$ cat src/rtl/iepp_pkg.sv
// ============================================================================
// iepp_pkg
// Shared types and constants for the ICMP error probe parser.
// ============================================================================
`default_nettype none

package iepp_pkg;

    // Default width of the packet byte counter
    localparam int COUNT_BITS_DEF = 16;

    // Configuration register indexes
    localparam logic [1:0] CFG_PROBE_SRC   = 2'd0;
    localparam logic [1:0] CFG_BASE_DST    = 2'd1;
    localparam logic [1:0] CFG_HIGHEST_HOP = 2'd2;

    // Configuration reset values
    localparam logic [15:0] PROBE_SRC_RST   = 16'h5053;
    localparam logic [15:0] BASE_DST_RST    = 16'd33434;
    localparam logic [7:0]  HIGHEST_HOP_RST = 8'd30;

    // Message type/code pairs (type in high byte)
    localparam logic [15:0] TC_V4_TIME_EXC = 16'h0B00;
    localparam logic [15:0] TC_V4_PORT_UNR = 16'h0303;
    localparam logic [15:0] TC_V6_TIME_EXC = 16'h0300;
    localparam logic [15:0] TC_V6_PORT_UNR = 16'h0104;

    localparam logic [7:0] PROTO_UDP = 8'd17;

    // Packet layout
    localparam int V6_OUTER_LEN = 40;
    localparam logic [3:0] IP_VER_6 = 4'd6;

    // Length thresholds (length is clamped to 8 bits; all limits are well below)
    localparam logic [7:0] LEN_CLAMP      = 8'd255;
    localparam logic [7:0] V4_MIN_OUTER   = 8'd20;
    localparam logic [7:0] V4_MIN_INNER   = 8'd36;
    localparam logic [7:0] V4_UDP_HDR_MIN = 8'd16;
    localparam logic [7:0] V6_MIN_INNER   = 8'd56;

    // Output stream widths
    localparam int OUT_TDATA_W = 184;
    localparam int OUT_TUSER_W = 2;

    typedef struct packed {
        logic [15:0] probe_src;
        logic [15:0] base_dst;
        logic [7:0]  highest_hop;
    } iepp_cfg_t;

    // State of one packet taken at its last byte
    typedef struct packed {
        logic             is_ipv6;
        logic [7:0]       length;       // packet length, clamped at 255
        logic [7:0]       outer_first;
        logic [5:0]       inner_hlen;
        logic [1:0][15:0] type_code;
        logic [1:0][7:0]  protocol;
        logic [1:0][31:0] ports;        // source port in high half
        logic [1:0][63:0] src_addr;
    } iepp_snap_t;

    typedef struct packed {
        logic        valid_res;
        logic        time_exceeded;
        logic [15:0] inner_source_port;
        logic [15:0] inner_destination_port;
        logic [15:0] hop_number;
        logic        probe_match;
        logic        responder_known;
        logic [63:0] responder_high;
        logic [63:0] responder_low;
    } iepp_result_t;

endpackage

`default_nettype wire

$ cat src/rtl/iepp_capture.sv
// ============================================================================
// iepp_capture
// Input beat register, per-packet byte tracking and end-of-packet snapshot.
// ============================================================================
`default_nettype none

module iepp_capture #(
    parameter int COUNT_BITS = iepp_pkg::COUNT_BITS_DEF
) (
    input  wire logic               clk,
    input  wire logic               rst_n,
    input  wire logic               s_valid,
    output logic                    s_ready,
    input  wire logic [7:0]         s_byte,
    input  wire logic               s_is_ipv6,
    input  wire logic               s_last,
    output logic                    snap_valid,
    input  wire logic               snap_ready,
    output iepp_pkg::iepp_snap_t    snap
);
    import iepp_pkg::*;

    localparam int W = COUNT_BITS;

    // Input beat register
    logic         in_valid_reg;
    logic [7:0]   in_byte_reg;
    logic         in_v6_reg;
    logic         in_last_reg;

    // Packet state
    logic [W-1:0]     cnt_reg, cnt_next;
    logic [7:0]       ofb_reg, ofb_next;
    logic [5:0]       ihl_reg, ihl_next;
    logic [1:0][15:0] tc_reg, tc_next;
    logic [1:0][7:0]  proto_reg, proto_next;
    logic [1:0][31:0] ports_reg, ports_next;
    logic [1:0][63:0] sa_reg, sa_next;

    logic         snap_valid_reg;
    iepp_snap_t   snap_reg, snap_next;

    logic         step;
    logic [W-1:0] p;
    logic [W-1:0] hl;
    logic [W-1:0] port_lo;
    logic [W-1:0] slot_base;
    logic [7:0]   len_clamped;

    // A non-last byte always moves on; a last byte needs room in the snapshot
    assign step    = in_valid_reg && (!in_last_reg || !snap_valid_reg || snap_ready);
    assign s_ready = !in_valid_reg || step;

    always_ff @(posedge clk or negedge rst_n)
    begin
        if (!rst_n)
        begin
            in_valid_reg <= 1'b0;
        end
        else if (s_ready)
        begin
            in_valid_reg <= s_valid;
        end
    end

    always_ff @(posedge clk)
    begin
        if (s_ready && s_valid)
        begin
            in_byte_reg <= s_byte;
            in_v6_reg   <= s_is_ipv6;
            in_last_reg <= s_last;
        end
    end

    // Field capture for the current byte
    always_comb
    begin
        p          = cnt_reg;
        ofb_next   = (p == '0) ? in_byte_reg : ofb_reg;
        hl         = {{(W-6){1'b0}}, ofb_next[3:0], 2'b00};
        ihl_next   = ihl_reg;
        tc_next    = tc_reg;
        proto_next = proto_reg;
        ports_next = ports_reg;
        sa_next    = sa_reg;
        port_lo    = '0;
        slot_base  = '0;

        if (!in_v6_reg)
        begin
            if (p == hl + W'(8))
            begin
                ihl_next = {in_byte_reg[3:0], 2'b00};
            end
            if (p == hl)
            begin
                tc_next[0][15:8] = in_byte_reg;
            end
            if (p == hl + W'(1))
            begin
                tc_next[0][7:0] = in_byte_reg;
            end
            if (p == hl + W'(17))
            begin
                proto_next[0] = in_byte_reg;
            end
            port_lo = hl + {{(W-6){1'b0}}, ihl_next} + W'(8);
            if (p >= port_lo && p < port_lo + W'(4))
            begin
                ports_next[0] = {ports_reg[0][23:0], in_byte_reg};
            end
            if (p >= W'(12) && p < W'(16))
            begin
                sa_next[1] = {32'b0, sa_reg[1][23:0], in_byte_reg};
            end
        end
        else
        begin
            // Slot 0: no outer header, slot 1: after the 40-byte outer header
            for (int k = 0; k < 2; k++)
            begin
                slot_base = W'(k * V6_OUTER_LEN);
                if (p == slot_base)
                begin
                    tc_next[k][15:8] = in_byte_reg;
                end
                if (p == slot_base + W'(1))
                begin
                    tc_next[k][7:0] = in_byte_reg;
                end
                if (p == slot_base + W'(14))
                begin
                    proto_next[k] = in_byte_reg;
                end
                if (p >= slot_base + W'(48) && p < slot_base + W'(52))
                begin
                    ports_next[k] = {ports_reg[k][23:0], in_byte_reg};
                end
            end
            if (p >= W'(8) && p < W'(16))
            begin
                sa_next[0] = {sa_reg[0][55:0], in_byte_reg};
            end
            if (p >= W'(16) && p < W'(24))
            begin
                sa_next[1] = {sa_reg[1][55:0], in_byte_reg};
            end
        end

        // Saturating byte counter
        cnt_next = (p != '1) ? p + W'(1) : p;

        // Length = p + 1, clamped to 8 bits
        if (p >= W'(LEN_CLAMP))
        begin
            len_clamped = LEN_CLAMP;
        end
        else
        begin
            len_clamped = p[7:0] + 8'd1;
        end

        snap_next.is_ipv6     = in_v6_reg;
        snap_next.length      = len_clamped;
        snap_next.outer_first = ofb_next;
        snap_next.inner_hlen  = ihl_next;
        snap_next.type_code   = tc_next;
        snap_next.protocol    = proto_next;
        snap_next.ports       = ports_next;
        snap_next.src_addr    = sa_next;
    end

    // Packet state registers, cleared after each last byte
    always_ff @(posedge clk or negedge rst_n)
    begin
        if (!rst_n)
        begin
            cnt_reg   <= '0;
            ofb_reg   <= '0;
            ihl_reg   <= '0;
            tc_reg    <= '0;
            proto_reg <= '0;
            ports_reg <= '0;
            sa_reg    <= '0;
        end
        else if (step)
        begin
            if (in_last_reg)
            begin
                cnt_reg   <= '0;
                ofb_reg   <= '0;
                ihl_reg   <= '0;
                tc_reg    <= '0;
                proto_reg <= '0;
                ports_reg <= '0;
                sa_reg    <= '0;
            end
            else
            begin
                cnt_reg   <= cnt_next;
                ofb_reg   <= ofb_next;
                ihl_reg   <= ihl_next;
                tc_reg    <= tc_next;
                proto_reg <= proto_next;
                ports_reg <= ports_next;
                sa_reg    <= sa_next;
            end
        end
    end

    // Snapshot stage
    always_ff @(posedge clk or negedge rst_n)
    begin
        if (!rst_n)
        begin
            snap_valid_reg <= 1'b0;
        end
        else if (step && in_last_reg)
        begin
            snap_valid_reg <= 1'b1;
        end
        else if (snap_ready)
        begin
            snap_valid_reg <= 1'b0;
        end
    end

    always_ff @(posedge clk)
    begin
        if (step && in_last_reg)
        begin
            snap_reg <= snap_next;
        end
    end

    assign snap_valid = snap_valid_reg;
    assign snap       = snap_reg;

endmodule

`default_nettype wire

$ cat src/rtl/iepp_decode.sv
// ============================================================================
// iepp_decode
// Classifies a packet snapshot and forms the result item.
// ============================================================================
`default_nettype none

module iepp_decode (
    input  iepp_pkg::iepp_snap_t    snap,
    input  iepp_pkg::iepp_cfg_t     cfg,
    output iepp_pkg::iepp_result_t  result
);
    import iepp_pkg::*;

    logic [7:0]  len;
    logic [7:0]  hl;
    logic [7:0]  il;
    logic        alt;
    logic        slot;
    logic [15:0] tc;
    logic [31:0] ports;
    logic        valid;
    logic        te;
    logic        known;
    logic [15:0] sp;
    logic [15:0] dp;
    logic        dp_ge;
    logic [15:0] hop;
    logic        match;

    always_comb
    begin
        len   = snap.length;
        hl    = {2'b00, snap.outer_first[3:0], 2'b00};
        alt   = 1'b0;
        slot  = 1'b0;
        il    = '0;
        valid = 1'b0;
        te    = 1'b0;
        known = 1'b0;
        result.responder_high = '0;
        result.responder_low  = '0;

        if (!snap.is_ipv6)
        begin
            // IPv4: outer header length taken from its IHL nibble
            tc = snap.type_code[0];
            il = len - hl;
            if (len >= V4_MIN_OUTER && hl <= len)
            begin
                known = 1'b1;
                result.responder_low = {32'b0, snap.src_addr[1][31:0]};
                te    = (tc == TC_V4_TIME_EXC);
                valid = (te || tc == TC_V4_PORT_UNR) && il >= V4_MIN_INNER &&
                        (V4_UDP_HDR_MIN + {2'b00, snap.inner_hlen}) <= il &&
                        snap.protocol[0] == PROTO_UDP;
            end
        end
        else
        begin
            // IPv6: choose the alignment with or without the outer header
            alt  = len >= 8'(V6_OUTER_LEN) && snap.outer_first[7:4] == IP_VER_6;
            slot = alt;
            il   = alt ? len - 8'(V6_OUTER_LEN) : len;
            tc   = snap.type_code[slot];
            if (alt)
            begin
                known = 1'b1;
                result.responder_high = snap.src_addr[0];
                result.responder_low  = snap.src_addr[1];
            end
            te    = (tc == TC_V6_TIME_EXC);
            valid = (te || tc == TC_V6_PORT_UNR) && il >= V6_MIN_INNER &&
                    snap.protocol[slot] == PROTO_UDP;
        end

        // Ports, hop decode and probe check
        ports = snap.ports[slot];
        sp    = ports[31:16];
        dp    = ports[15:0];
        dp_ge = dp >= cfg.base_dst;
        hop   = dp_ge ? dp - cfg.base_dst : 16'd0;
        match = sp == cfg.probe_src && dp_ge && hop != 16'd0 &&
                hop <= {8'b0, cfg.highest_hop};

        result.valid_res              = valid;
        result.time_exceeded          = valid && te;
        result.inner_source_port      = valid ? sp : 16'd0;
        result.inner_destination_port = valid ? dp : 16'd0;
        result.hop_number             = valid ? hop : 16'd0;
        result.probe_match            = valid && match;
        result.responder_known        = known;
    end

endmodule

`default_nettype wire

$ cat src/rtl/icmp_error_probe_parser.sv
// ============================================================================
// icmp_error_probe_parser
// Parses ICMP / ICMPv6 error replies to UDP probes and reports one result
// per packet.
// ============================================================================
// Usage:
//   s_axis: one packet byte per beat; tdata = byte, tuser = 1 for ICMPv6,
//   tlast marks the final byte. Bytes are taken one per cycle while no last
//   byte is held by a stall; packets may follow back to back.
//   m_axis: one result beat per packet, issued for its last byte; tuser
//   carries the valid and time-exceeded flags, tdata ports, hop, match and
//   responder address.
//   cfg: index/data writes of probe source port, base destination port and
//   highest hop; always ready, to be written while the block is idle.
//   Path: the last byte passes the input register, snapshot register and
//   result register before its result is visible.
//   Throughput: one byte per cycle unless a last byte is held by a stall;
//   the byte counter and position compares are the only per-byte work.
//   Reset: configuration returns to its defaults and packet state is cleared.
//   Stall: with m_axis_tready low the result and the snapshot hold; non-last
//   bytes keep flowing, a further last byte waits until a stage frees up.
// ============================================================================
`default_nettype none

module icmp_error_probe_parser #(
    parameter int COUNT_BITS = iepp_pkg::COUNT_BITS_DEF
) (
    input  wire logic                               clk,
    input  wire logic                               rst_n,
    // Packet bytes
    input  wire logic                               s_axis_tvalid,
    output logic                                    s_axis_tready,
    input  wire logic [7:0]                         s_axis_tdata,  // [7:0] data_byte
    input  wire logic                               s_axis_tuser,  // [0] is_ipv6
    input  wire logic                               s_axis_tlast,  // last_byte
    // Results
    output logic                                    m_axis_tvalid,
    input  wire logic                               m_axis_tready,
    // [15:0] inner_source_port, [31:16] inner_destination_port,
    // [47:32] hop_number, [48] probe_match, [49] responder_known,
    // [113:50] responder_high, [177:114] responder_low, [183:178] zero
    output logic [iepp_pkg::OUT_TDATA_W-1:0]        m_axis_tdata,
    // [0] valid_res, [1] time_exceeded
    output logic [iepp_pkg::OUT_TUSER_W-1:0]        m_axis_tuser,
    // Configuration writes
    input  wire logic                               cfg_valid,
    output logic                                    cfg_ready,
    input  wire logic [1:0]                         cfg_index,
    input  wire logic [15:0]                        cfg_data
);
    import iepp_pkg::*;

    iepp_cfg_t    cfg_reg;
    logic         snap_valid;
    logic         snap_ready;
    iepp_snap_t   snap;
    iepp_result_t result_next;
    iepp_result_t result_reg;
    logic         out_valid_reg;

    // Configuration registers
    assign cfg_ready = 1'b1;

    always_ff @(posedge clk or negedge rst_n)
    begin
        if (!rst_n)
        begin
            cfg_reg.probe_src   <= PROBE_SRC_RST;
            cfg_reg.base_dst    <= BASE_DST_RST;
            cfg_reg.highest_hop <= HIGHEST_HOP_RST;
        end
        else if (cfg_valid && cfg_ready)
        begin
            case (cfg_index)
                CFG_PROBE_SRC:   cfg_reg.probe_src   <= cfg_data;
                CFG_BASE_DST:    cfg_reg.base_dst    <= cfg_data;
                CFG_HIGHEST_HOP: cfg_reg.highest_hop <= cfg_data[7:0];
                default:         ;
            endcase
        end
    end

    iepp_capture #(
        .COUNT_BITS (COUNT_BITS)
    ) u_capture (
        .clk        (clk),
        .rst_n      (rst_n),
        .s_valid    (s_axis_tvalid),
        .s_ready    (s_axis_tready),
        .s_byte     (s_axis_tdata),
        .s_is_ipv6  (s_axis_tuser),
        .s_last     (s_axis_tlast),
        .snap_valid (snap_valid),
        .snap_ready (snap_ready),
        .snap       (snap)
    );

    iepp_decode u_decode (
        .snap   (snap),
        .cfg    (cfg_reg),
        .result (result_next)
    );

    // Result register
    assign snap_ready = !out_valid_reg || m_axis_tready;

    always_ff @(posedge clk or negedge rst_n)
    begin
        if (!rst_n)
        begin
            out_valid_reg <= 1'b0;
        end
        else if (snap_ready)
        begin
            out_valid_reg <= snap_valid;
        end
    end

    always_ff @(posedge clk)
    begin
        if (snap_ready && snap_valid)
        begin
            result_reg <= result_next;
        end
    end

    assign m_axis_tvalid = out_valid_reg;
    assign m_axis_tuser  = {result_reg.time_exceeded, result_reg.valid_res};
    assign m_axis_tdata  = {6'b0,
                            result_reg.responder_low,
                            result_reg.responder_high,
                            result_reg.responder_known,
                            result_reg.probe_match,
                            result_reg.hop_number,
                            result_reg.inner_destination_port,
                            result_reg.inner_source_port};

    // Checks
    a_match_needs_valid: assert property (@(posedge clk) disable iff (!rst_n)
        out_valid_reg && result_reg.probe_match |-> result_reg.valid_res)
        else $error("probe match on invalid reply");

    a_invalid_zero: assert property (@(posedge clk) disable iff (!rst_n)
        out_valid_reg && !result_reg.valid_res |->
            result_reg.hop_number == 16'd0 && !result_reg.time_exceeded &&
            result_reg.inner_destination_port == 16'd0)
        else $error("invalid reply carries fields");

    a_unknown_zero: assert property (@(posedge clk) disable iff (!rst_n)
        out_valid_reg && !result_reg.responder_known |->
            result_reg.responder_high == 64'd0 && result_reg.responder_low == 64'd0)
        else $error("unknown responder carries an address");

    a_snap_held: assert property (@(posedge clk) disable iff (!rst_n)
        snap_valid && !snap_ready |=> snap_valid && $stable(snap))
        else $error("snapshot lost under stall");

endmodule

`default_nettype wire
$ cat config.mk
export PLATFORM = sky130hd
export DESIGN_NAME = icmp_error_probe_parser
export DESIGN_NICKNAME = d
export VERILOG_FILES = /design/src/rtl/iepp_pkg.sv /design/src/rtl/iepp_capture.sv /design/src/rtl/iepp_decode.sv /design/src/rtl/icmp_error_probe_parser.sv
export SDC_FILE = /design/constraint.sdc
export NUM_CORES = 1
export LEC_CHECK = 0
export BUFFER_PORTS_ARGS = -buffer_cell sky130_fd_sc_hd__clkbuf_2
export CAP_MARGIN = 10
export CORE_MARGIN = 3
export CORE_UTILIZATION = 65
export DETAILED_ROUTE_END_ITERATION = 12
export PLACE_DENSITY = 0.94
export SYNTH_ARGS = -nofsm -noshare
export SYNTH_HDL_FRONTEND = slang
export SYNTH_SLANG_ARGS = --single-unit
$ cat constraint.sdc
create_clock -name clk -period 28.2 [get_ports clk]
set_clock_uncertainty 0.15 [all_clocks]
set_input_delay 7.05 -clock clk [delete_from_list [all_inputs] [get_ports clk]]
set_output_delay 7.05 -clock clk [all_outputs]
set_load 0.02 [all_outputs]
After elaboration in Yosys (flattened, before gate mapping)
Cells that the tools add are included.
Storage, ports and cells
  register bits: 766
  latch bits: 0
  RAM bits: 0
  bits in read-only memories: 0
  output and inout bits: 189
  word-level logic and storage cells: 193
  memories kept: 0
Cells by class
  add/sub/neg operators: 12
  multipliers: 0
  divide/modulo/power cells: 0
  order comparisons: 22
  equality and inequality tests: 20
  shifts and indexed selects: 0
  muxes and demuxes: 56
  bitwise gates (word level): 0
  reduce and logical (&&, ||, !) cells: 42
Operator list (count)
  $mux W64: 8
  $mux W32: 9
  $mux W128: 1
  $mux W16: 8
  $mux W8: 16
  $eq A16 B16 Y1: 4
  $eq A16 B6 Y1 const B: 3
  $eq A16 B10 Y1 const B: 2
  $ge A16 B16 Y1: 2
  $ge A16 B4 Y1 const B: 2
  $lt A16 B5 Y1 const B: 2
  $ge A8 B6 Y1 const B: 3
  $mux W6: 4
  $logic_and A1 B1 Y1: 22
  $add A16 B1 Y16 const B: 1
  $add A16 B3 Y16 const B: 1
  $add A16 B4 Y16 const B: 1
  $eq A16 B1 Y1 const B: 1
  $eq A16 B12 Y1 const B: 1
  $eq A16 B4 Y1 const B: 1
  $eq A16 B6 Y1: 1
  $eq A16 B9 Y1 const B: 1
  $eq A8 B5 Y1 const B: 2
  $ge A16 B5 Y1 const B: 1
  32 further kinds: 55

Logic depth before layout (Yosys ltp)
  depth after elaboration: 14
  mapped depth: 31
  mapped depth without buffers: 29

By module
From an unflattened synthesis, not the netlist that was laid out.
Second synthesis, totals
  cell total of the unflattened synthesis: 2503
  area, all modules: 34320.4 um^2
By module, submodules not included
  iepp_capture: instances 1, cells each 1667, area each 23556.3 um^2
  icmp_error_probe_parser: instances 1, cells each 278, area each 7040.5 um^2
  iepp_decode: instances 1, cells each 558, area each 3723.6 um^2

Worst setup path before layout
Ideal clock, no wire load.
  path type: input-to-reg
  start: in m_axis_tready
  end: reg u_capture.snap_reg, in the netlist u_capture.snap[0], enable pin
  library setup time: 0.907 ns
  arrival time: 18.909 ns
  data required time: 27.143 ns
  path slack: 8.234 ns
  stages on the path: 6
  buffers on the path: 2
  cells stage by stage: nor2b_1 -> nand3_1 -> nand2_1 -> buf_1 -> buf_1 -> nor2_1
On the way
  longest elaborated chain between the ends: 4
RTL lines
  start: declaration: RTL line icmp_error_probe_parser.sv:38  | input wire logic m_axis_tready,
  $logic_or A1 B1 Y1: RTL line icmp_error_probe_parser.sv:105  | assign snap_ready = !out_valid_reg || m_axis_tready;
  $logic_or A1 B1 Y1: RTL line iepp_capture.sv:51  | assign step = in_valid_reg && (!in_last_reg || !snap_valid_reg || snap_ready);
  $logic_and A1 B1 Y1: RTL line iepp_capture.sv:51
  $logic_and A1 B1 Y1: RTL line iepp_capture.sv:231  | if (step && in_last_reg)
  end signal: assignment: RTL line iepp_capture.sv:233  | snap_reg <= snap_next;
  end: declaration: RTL line iepp_capture.sv:41  | iepp_snap_t snap_reg, snap_next;
No other way between the ends.
A chain may end at the register's enable or synchronous reset.

Worst setup path in the final report
  start: in m_axis_tready
  end: out s_axis_tready
On the way
  longest elaborated chain between the ends: 4
RTL lines
  $logic_or A1 B1 Y1: RTL line icmp_error_probe_parser.sv:105
  $logic_or A1 B1 Y1: RTL line iepp_capture.sv:51
  $logic_and A1 B1 Y1: RTL line iepp_capture.sv:51
  $logic_or A1 B1 Y1: RTL line iepp_capture.sv:52  | assign s_ready = !in_valid_reg || step;
  end: declaration: RTL line icmp_error_probe_parser.sv:32  | output logic s_axis_tready,
No other way between the ends.

==> run summary <==
H-tree levels - 3
Starting Density - 0.661
DR iter-0 viols - 3,148
placeable core region - 51,600 um2
Max Cap Viol - 0
top cell type's share of synthesized area - 0.399
DRC viols - 0
max-slew violations - 0
Max stage delay cell, worst path - nor2b_1
Final nets - 2,883
Worst-Skew Late Latency - 630 ps
cell taking the most area after synthesis - edfxtp_1
first-pass GRT wire length - 137,000 um
Layout Area Growth over Synthesis - 12.0%
Slew @ Worst Pin - 1240 ps
largest net degree at the start of global routing - 196
Hold Path Class - register to register
Critical Path AT - 7920 ps
Max FO, Critical Path - 5
IO buf count - 214
VDD IR max - 0.0507 mV
die area - 55,300 um2
Max Fclk - 66.1 MHz
Post-CTS Hold Buffers - 0
delay-heaviest family, CP - simple AND/OR/NAND/NOR gates
CTS Buffer Depth - 3
Sequential Power Share - 0.488
gr ovfl total - 0
crit end category - output pin
DR vias/cell - 6.69
Post-CTS Setup Bufs - 0
top post-synthesis cells by area - edfxtp_1 40%, dfrtp_1 22%, mux2_2 6.7%, a22o_1 4.6%, ha_1 2.4%
Slew HR - 0.172
Post-DRT Antenna Nets - 0
syn_area_per_cell - 13.0 um2
Crit Path Class - input pin to output pin
status - completed
clock root buffer master - clkbuf_16
initial antenna violation count - 0
number of buffers created by CTS - 76
post-DR wirelength/cell - 24.8 um
FILL cells - 2,822
die height - 235 um
vias in the first global route - 24,000
mapped cell area - 34,100 um2
vias - 23,600
PD cells - 70.1 nW/um2
Synth cell types - 84
share of cells above drive strength 1 - 0.225
Total GRT Usage - 0.313
DP HPWL - 52,000 um
Post-synth top flop - edfxtp_1
CTS tree - done
Final Hold Fails - 0
Yosys reg bits - 766
clock power share - 0.378
Lkg Pwr - 0.0160 uW
post_cts resized - 0
Crit path buffers/inverters - 2
IO Count - 222
Die X - 235 um
setup TNS - 0 ps
CTS clk-pin slew, worst paths - 50 ps
Pre-antenna DRT Iters - 9
fin crit share - 0.536
RSZ-0062 raised after global routing - no
Detailed Route WL - 87,400 um
Rows - 83
final setup vio count - 0
post-synthesis cell count - 2,618
post-synthesis sequential area ratio - 0.629
# diodes - 0
Synth async-reset ratio - 0.409
CP most frequent cell - clkbuf_2
worst hold slack - 355 ps
EDFF count, synth - 453
CP required - 21,000 ps
Yosys warnings - 0
max reg flops - 263
sw power - 723 uW
Cell Int Power - 1950 uW
Placer Congestion - 0.918
cell breakdown of the critical path - clkbuf_2, nor2b_1, nand4_1, clkbuf_2
Net Sw Frac - 0.270
CP max stage delay - 340 ps
crit path launch type - input pin
CTS Sinks - 766
Comb pwr share - 0.134
min Tclk post-route - 15,120 ps
## path summary, 6_finish.rpt
path                                               from                      end  slack [ps]  depth (start not counted)
min in group asynchronous                         rst_n     u_capture.cnt_reg[7]        6300                          1
worst min register to register  u_capture.proto_reg[15]  u_capture.proto_reg[15]         360                          1
worst min-delay path            u_capture.proto_reg[15]  u_capture.proto_reg[15]         360                          1
max in group asynchronous                         rst_n     u_capture.sa_reg[34]       19020                          3
worst max-delay path                      m_axis_tready            s_axis_tready       13080                          4
worst max register to register     u_capture.cnt_reg[9]      u_capture.snap[148]       19670                         22
## synth_stat cells, types with 5 or more instances
library cell	n
edfxtp_1	453
dfrtp_1	297
nand2_1	206
mux2_2	203
a22o_1	181
o21ai_0	138
clkbuf_1	126
inv_1	115
and2_1	107
nand3_1	88
nor2_1	87
ha_1	65
a21oi_1	52
nor2b_1	48
mux2i_1	42
nor3_1	28
xor2_1	28
o22ai_1	26
xnor2_1	26
o311ai_2	21
nand4_1	19
a22oi_1	16
dfstp_2	16
nand2b_1	14
a21o_1	13
buf_2	13
or3_1	13
and3_1	11
buf_1	11
a31oi_1	10
nor4_1	10
a221o_1	9
buf_4	8
nor4b_1	8
or2_2	7
o2111ai_1	5
o21a_1	5
o2bb2ai_1	5
## worst register-to-register path: stages (launching register included)
cell and delay, ps:
dfrtp_1 420, or4_4 580, or3_1 620, nor2_4 340, mux2_2 440, ha_1 300
xor2_1 160, or3_1 410, nor4b_4 400, mux2_2 230, ha_1 160, inv_1 50
fa_1 400, xnor2_1 420, ha_1 340, xor2_1 300, inv_1 80, ha_1 300
a21oi_1 120, o21ai_0 130, a31oi_1 490, a21o_2 1040, o21ai_0 340
## cell families after synthesis
logic type,synth area share
other,0.000220
flip-flops,0.629
XOR/XNOR,0.0143
buffers and inverters,0.0324
multiplexers,0.0807
adder cells (fa/ha/maj),0.0256
AO/OA/AOI/OAI,0.116
AND/OR/NAND/NOR,0.102
## placed cells by master, fill, tap and decap left out, drive strengths merged, types with 48 or more instances in the layout
cell type	netlist	layout
a21oi	54	54
a22o	181	181
and2	107	107
clkbuf	126	321
dfrtp	297	297
edfxtp	453	453
ha	65	65
inv	115	120
mux2	207	207
nand2	207	207
nand3	88	88
nor2	88	88
nor2b	48	48
o21ai	139	139
## area by class of cell
| type | count | area, um2 | share of cell area |
|---|---|---|---|
| clock buffer | 108 | 2170 | 0.0569 |
| clock inverter | 34 | 328 | 0.00858 |
| inverter | 115 | 432 | 0.0113 |
| multi-input combinational | 1582 | 11600 | 0.305 |
| sequential | 766 | 21500 | 0.562 |
| tap | 680 | 851 | 0.0223 |
| timing repair buffer | 241 | 1310 | 0.0343 |
## metal layers
layer,up-vias,wire length (um),GRT usage
met3,347,7670,0.0575
met4,0,4280,0.145
met5,-,0,0
met1,11700,31500,0.397
li1,9972,-,-
met2,1620,43900,0.527
## stage by stage
stage / util / cells / total power [uW] / setup slack, ps / instance area [um2]
final: 0.740 / 3526 / 2680 / 13080 / 38200
after floorplan: - / 2624 / 1570 / 8230 / 34100
after global placement: 0.691 / 3382 / 1640 / 13110 / 35700
after detailed placement: 0.691 / 3382 / 1670 / 13080 / 35700
after global routing: 0.740 / 3526 / 2760 / 13020 / 38200
after CTS: 0.740 / 3524 / 2670 / 13090 / 38200
## power by group through the flow
stage	combinational [uW]	clock [uW]	sequential (uW)
final	357	1010	1310
after global routing	385	1060	1310
after CTS	350	1020	1300
after detailed placement	341	0	1320
after global placement	322	0	1320
after floorplan	224	0	1340
Note: power is estimated with default switching activity, not from simulation.
